**config.mk**
```make
export PLATFORM = sky130hd
export DESIGN_NAME = pse_front
export DESIGN_NICKNAME = d
export VERILOG_FILES = /design/src/rtl/pse_pkg.sv /design/src/rtl/pse_front.sv
export SDC_FILE = /design/constraint.sdc
export NUM_CORES = 1
export LEC_CHECK = 0
export ABC_AREA = 1
export BUFFER_PORTS_ARGS = -buffer_cell sky130_fd_sc_hd__buf_2
export CORE_MARGIN = 2
export CORE_UTILIZATION = 45
export CTS_CLUSTER_SIZE = 14
export DETAILED_ROUTE_END_ITERATION = 6
export PLACE_DENSITY = 0.73
export SKIP_LAST_GASP = 1
export SLEW_MARGIN = 5
export SYNTH_ARGS = -nofsm -noshare
export SYNTH_HDL_FRONTEND = slang
export SYNTH_SLANG_ARGS = --single-unit
```
**constraint.sdc**
```tcl
create_clock -name clk -period 15.7 [get_ports clk]
set_clock_uncertainty 0.1 [all_clocks]
set_input_delay 2.355 -clock clk [delete_from_list [all_inputs] [get_ports clk]]
set_output_delay 2.355 -clock clk [all_outputs]
set_load 0.05 [all_outputs]
```
**src/rtl/pse_pkg.sv**
```systemverilog
// pse_pkg: shared types, defaults and the sector unit-vector table
// for the pie sector pixel eraser; no dependencies
package pse_pkg;

	localparam int FRAME_WIDTH_DEF  = 400;
	localparam int FRAME_HEIGHT_DEF = 400;
	localparam int MAX_SECTORS_DEF  = 9;
	localparam int VEC_ROWS         = 9;

	// unit vectors scaled by 1000, one row per sector count (row = count - 1)
	localparam int VEC_X [0:VEC_ROWS-1][0:VEC_ROWS-1] = '{
		'{   0,    0,    0,    0,    0,    0,    0,    0,    0},
		'{   0,    0,    0,    0,    0,    0,    0,    0,    0},
		'{   0,  866, -866,    0,    0,    0,    0,    0,    0},
		'{   0, 1000,    0,-1000,    0,    0,    0,    0,    0},
		'{   0,  951,  588, -588, -951,    0,    0,    0,    0},
		'{   0,  866,  866,    0, -866, -866,    0,    0,    0},
		'{   0,  782,  975,  434, -434, -975, -782,    0,    0},
		'{   0,  707, 1000,  707,    0, -707,-1000, -707,    0},
		'{   0,  643,  985,  866,  342, -342, -866, -985, -643}
	};

	localparam int VEC_Y [0:VEC_ROWS-1][0:VEC_ROWS-1] = '{
		'{-1000,    0,    0,    0,    0,    0,    0,    0,    0},
		'{-1000, 1000,    0,    0,    0,    0,    0,    0,    0},
		'{-1000,  500,  500,    0,    0,    0,    0,    0,    0},
		'{-1000,    0, 1000,    0,    0,    0,    0,    0,    0},
		'{-1000, -309,  809,  809, -309,    0,    0,    0,    0},
		'{-1000, -500,  500, 1000,  500, -500,    0,    0,    0},
		'{-1000, -623,  223,  901,  901,  223, -623,    0,    0},
		'{-1000, -707,    0,  707, 1000,  707,    0, -707,    0},
		'{-1000, -766, -174,  500,  940,  940,  500, -174, -766}
	};

	// token handed from cell to cell
	typedef struct packed {
		logic               in_disc;
		logic signed [9:0]  dx;
		logic signed [9:0]  dy;
		logic [3:0]         color;
		logic signed [21:0] lead_dot;
		logic [3:0]         best_idx;
	} tok_t;

	function automatic logic signed [10:0] vec_x(input logic [3:0] row, input logic [3:0] idx);
		logic signed [10:0] v;
		v = '0;
		if (row < 4'(VEC_ROWS) && idx < 4'(VEC_ROWS))
			v = 11'(VEC_X[row][idx]);
		return v;
	endfunction

	function automatic logic signed [10:0] vec_y(input logic [3:0] row, input logic [3:0] idx);
		logic signed [10:0] v;
		v = '0;
		if (row < 4'(VEC_ROWS) && idx < 4'(VEC_ROWS))
			v = 11'(VEC_Y[row][idx]);
		return v;
	endfunction

endpackage

```
**src/rtl/pse_front.sv**
```systemverilog
// pse_front: offset from center, frame check and disc test (two stages)
// depends on pse_pkg
module pse_front #(
	parameter int FRAME_WIDTH  = pse_pkg::FRAME_WIDTH_DEF,
	parameter int FRAME_HEIGHT = pse_pkg::FRAME_HEIGHT_DEF
) (
	input  logic          clk,
	input  logic          arst_n,
	input  logic          en,
	input  logic          in_vld,
	input  logic [8:0]    px,
	input  logic [8:0]    py,
	input  logic [3:0]    color,
	input  logic [8:0]    cx,
	input  logic [8:0]    cy,
	input  logic [17:0]   rsq,
	output logic          out_vld,
	output pse_pkg::tok_t out_tok
);
	import pse_pkg::*;

	logic              valid_s1;
	logic              in_frame_s1;
	logic signed [9:0] dx_s1;
	logic signed [9:0] dy_s1;
	logic [3:0]        color_s1;

	logic              valid_s2;
	tok_t              tok_s2;

	logic signed [20:0] dxe;
	logic signed [20:0] dye;
	logic signed [20:0] dsq;

	assign dxe = 21'(dx_s1);
	assign dye = 21'(dy_s1);
	assign dsq = dxe * dxe + dye * dye;

	always_ff @(posedge clk or negedge arst_n) begin
		if (!arst_n) begin
			valid_s1 <= 1'b0;
			valid_s2 <= 1'b0;
		end else if (en) begin
			valid_s1 <= in_vld;
			valid_s2 <= valid_s1;
		end
	end

	always_ff @(posedge clk) begin
		if (en) begin
			in_frame_s1 <= ({2'b00, px} < 11'(FRAME_WIDTH)) && ({2'b00, py} < 11'(FRAME_HEIGHT));
			dx_s1       <= $signed({1'b0, px}) - $signed({1'b0, cx});
			dy_s1       <= $signed({1'b0, py}) - $signed({1'b0, cy});
			color_s1    <= color;

			tok_s2.in_disc  <= in_frame_s1 && (unsigned'(dsq) <= {3'b000, rsq});
			tok_s2.dx       <= dx_s1;
			tok_s2.dy       <= dy_s1;
			tok_s2.color    <= color_s1;
			tok_s2.lead_dot <= '0;
			tok_s2.best_idx <= '0;
		end
	end

	assign out_vld = valid_s2;
	assign out_tok = tok_s2;

endmodule

```
# Yosys cells after proc, flatten, opt, wreduce, memory -nomap -nowiden
# Cells that the tools add are included.
# word_totals
regBits	52
latchBits	0
ramBits	0
rom_bits	0
word_cells	20
mem_count	0
# op_classes
n_addsub	3
n_mul	2
div_mod_pow	0
order_cmp	3
n_eq_ne	0
shift	0
n_mux	0
bitwise_logic	0
n_reduce_logical	2
# ops
cell	n
10-bit by 10-bit multiplier with 20-bit output	2
20-bit by 20-bit adder with 21-bit output	1
21-bit by 18-bit less-or-equal comparator with 1-bit output	1
9-bit by 9-bit subtractor with 10-bit output	2
9-bit < comparator (second input constant)	2
1-bit logical AND	2

# Logic depth before layout (Yosys ltp)
# depth
depth_word	4
ltp_mapped	39
mapped_depth_nobuf	38

# Worst setup path before layout
# No wires, ideal clock.
# synth_timing
kind	reg2reg
startpoint	register dy_s1[9]
endpoint	register tok_s2 (netlist bit out_tok[50]) (data pin)
setup_time_ns	0.150
arrival_ns	6.796
required_ns	15.450
path_slack_ns	8.654
stages_incl_launch_ff	36
path_buffers	1
period_less_slack_ns	7.046
cell_sequence	edfxtp_1 > clkbuf_1 > nand2_1 > inv_1 > fa_1 > inv_1 > fa_1 > fa_1 > inv_1 > fa_1 > fa_1 > fa_1 > inv_1 > fa_1 > inv_1 > ha_1 > a21oi_1 > nand3_2 > a21oi_2 > o21bai_2 > nand2_1 > inv_2 > nand2_2 > nand2_1 > nand2_1 > nand2_1 > ha_1 > nand2_1 > nor2_1 > a211oi_1 > nand2_1 > nand2_1 > nand2_1 > nand2_1 > nand3_1 > nor3_2
# synth_via
elab_chain_len	4
# synth_lines
item	line	source
from (decl)	pse_front.sv:25	logic signed [9:0] dy_s1;
from (signal assigned)	pse_front.sv:53	dy_s1 <= $signed({1'b0, py}) - $signed({1'b0, cy});
10-bit by 10-bit multiplier with 20-bit output	pse_front.sv:37	assign dsq = dxe * dxe + dye * dye;
20-bit by 20-bit adder with 21-bit output	pse_front.sv:37	
21-bit by 18-bit less-or-equal comparator with 1-bit output	pse_front.sv:56	tok_s2.in_disc <= in_frame_s1 && (unsigned'(dsq) <= {3'b000, rsq});
1-bit logical AND	pse_front.sv:56	
to (decl)	pse_front.sv:29	tok_t tok_s2;
# No other way between the ends.
# A chain may end at the register's enable or synchronous reset.

# Worst setup path after layout
# Same ends and word-level chain as after synthesis.

==> flow_metrics.tcl <==
set metrics [dict create \
    outcome "complete, no violations" \
    synth_cell_type_count 36 \
    vias 7453 \
    cp_data_arrival_time_ps 7850 \
    min_path_type "register to register" \
    clkTransAtPathRegs_ps 70 \
    core_mm2 0.0235 \
    synth_edf_count 50 \
    dpl.hpwl_mm 18.6 \
    antenna_found_initial 0 \
    synth-main-ff-cell "edfxtp_1" \
    grt_pass1_vias 8187 \
    synth.cell_area_mm2 0.0107 \
    synth_top_area_share_pct 37.8 \
    drt_iter0_drc 399 \
    whs_ps 323 \
    ctsLongestPathBuffers 2 \
    cts_tree "done" \
    numCtsBuffers 5 \
    synth_area_leaders "fa_1, inv_1, edfxtp_1" \
    viasPerCell 4.64 \
    rows 56 \
    die_h_um 159 \
    period_needed_ps 7800 \
    antenna_cells 0 \
    synth_commonest_cells "inv_1, fa_1, nand2_1" \
    highest_layer "met4" \
    cts_hold_buf 0 \
    io_buffers 87 \
    rsz0062_at_grt "no" \
    max_stage_delay_ps 750 \
    wirelength_mm 21.3 \
    area_growth_pct 7.50 \
    crit_slowest_cell "edfxtp_1" \
    clk_latency_ps 300 \
    gp_congestion 0.909 \
    synthMostInstantiatedCell "inv_1" \
    overflow 0 \
    track_usage_pct 18.8 \
    grt_max_degree 55 \
    die_area_mm2 0.0251 \
    synth-async-reset-ratio_pct 3.85 \
    crit_top_cell "nand2_1" \
    critPathKind "register to register" \
    drc 0 \
    avgRoutedWirePerCell_um 13.2 \
    synth_warnings 0 \
    cts-root-buf "clkbuf_16" \
    tns_ps 0 \
    critical_path.max_fanout 17 \
    wl_met3_mm 1.08 \
    clock_sinks 52 \
    cts_setup_buffers 0 \
    final_layout_size_suffix_gt1_share_pct 8.54 \
    synth-seq-cells 52 \
    finalSetupViolCount 0 \
    cp-start-kind "register" \
    synth_cells 1214 \
    worstMarginPinSlew_ps 686 \
    start_util_pct 45.8 \
    required_ps 15750 \
    htreeDepth 2 \
    seq_area_frac_synth_pct 14.4 \
    grt_pass1_wl_mm 37.0 \
    period_share_pct 49.7 \
    wl_met1_mm 8.05 \
    slew_headroom_pct 54.2 \
    die_width_um 159 \
    wl_met2_mm 11.3 \
    nets 1666 \
    hold_violations 0 \
    max_cap_viol_count 0 \
    fmax_mhz 128 \
    ant_nets 0 \
    synth_top_area_cell "fa_1" \
    crit_path_end_kind "register" \
    syn_avg_cell_area_um2 8.85 \
    io-pin-count 114 \
    cts-resized-gates 0 \
    slew_violations 0 \
    firstDrtPassIters 5 \
]
==> flip-flops by register name, summed over array words and instances (netlist names) <==
register,cells
valid_s1,1
color_s1,4
in_frame_s1,1
out_tok,25
dx_s1,10
dy_s1,10
out_vld,1
==> kinds of logic (layout without fill, tap and decap cells) <==
| family | Yosys count | in the layout | synth area share, % |
|---|---|---|---|
| flops | 52 | 52 | 14.4 |
| buf+inv | 465 | 514 | 17.2 |
| fa+ha+maj | 317 | 317 | 51.1 |
| compound gates | 69 | 69 | 3.78 |
| other cells | 1 | 26 | 0.0349 |
| xor+xnor | 41 | 41 | 3.34 |
| simple gates | 269 | 269 | 10.2 |
==> final timing paths <==
path,startpoint,end,slack [ps],cells after the start
hold reg to reg,color_s1[3],out_tok[29],320,0
min in group asynchronous,arst_n,valid_s1,1740,1
setup / recovery,dy_s1[9],out_tok[50],7900,34
setup reg to reg,dy_s1[9],out_tok[50],7900,34
hold / removal,color_s1[3],out_tok[29],320,0
max in group asynchronous,arst_n,out_vld,13670,1
==> through the flow <==
step	instances	area, um2	setup slack (ps)	utilization [%]
floorplan	1239	10800	8650	-
global placement	1599	11400	8200	48.6
detailed placement	1599	11400	7910	48.6
CTS	1607	11600	7920	49.2
global route	1607	11600	7390	49.2
finish	1607	11600	7900	49.2
==> cell usage in the layout, fill, tap and decap left out, types with 2 or more instances in the layout <==
master / count
xor2_1: 28
a31oi_1: 2
xnor2_1: 13
edfxtp_1: 50
nand3_1: 18
inv_1: 417
o21ai_2: 2
nor3_1: 3
a211oi_1: 2
conb_1: 26
nand2_2: 2
a21oi_2: 3
buf_2: 87
nand3_2: 2
o21bai_1: 5
fa_1: 203
nand3b_1: 2
a21o_1: 4
a21oi_1: 31
ha_1: 114
o21ai_0: 14
nor2_1: 37
nand4_1: 2
o21ai_1: 3
nand2_1: 197
clkbuf_16: 5
dfrtp_1: 2
nor3_2: 3
==> worst max-delay path, delay by kind of cell (launching register included) <==
family	cells	cell delay (ps)
simple gates	15	1440
compound gates	4	720
fa+ha+maj	9	4010
buf+inv	6	630
flops	1	750
==> layer usage <==
layer | vias up | track usage [%]
met5 | - | 0
met4 | 0 | 7.12
met3 | 53 | 2.94
met1 | 3627 | 21.8
li1 | 3587 | -
met2 | 186 | 34.9
==> area by class of cell <==
type | instances | area, um2
sequential | 52 | 1550
timing repair buffer | 88 | 443
multi-input combinational | 722 | 7450
tap | 319 | 399
fill | 2211 | 11900
inverter | 418 | 1570
clock buffer | 6 | 129
clock inverter | 2 | 16.3
Power is left out: the tool's default activity adds up to more than one toggle a clock period on the data nets, which glitch-free logic cannot reach.
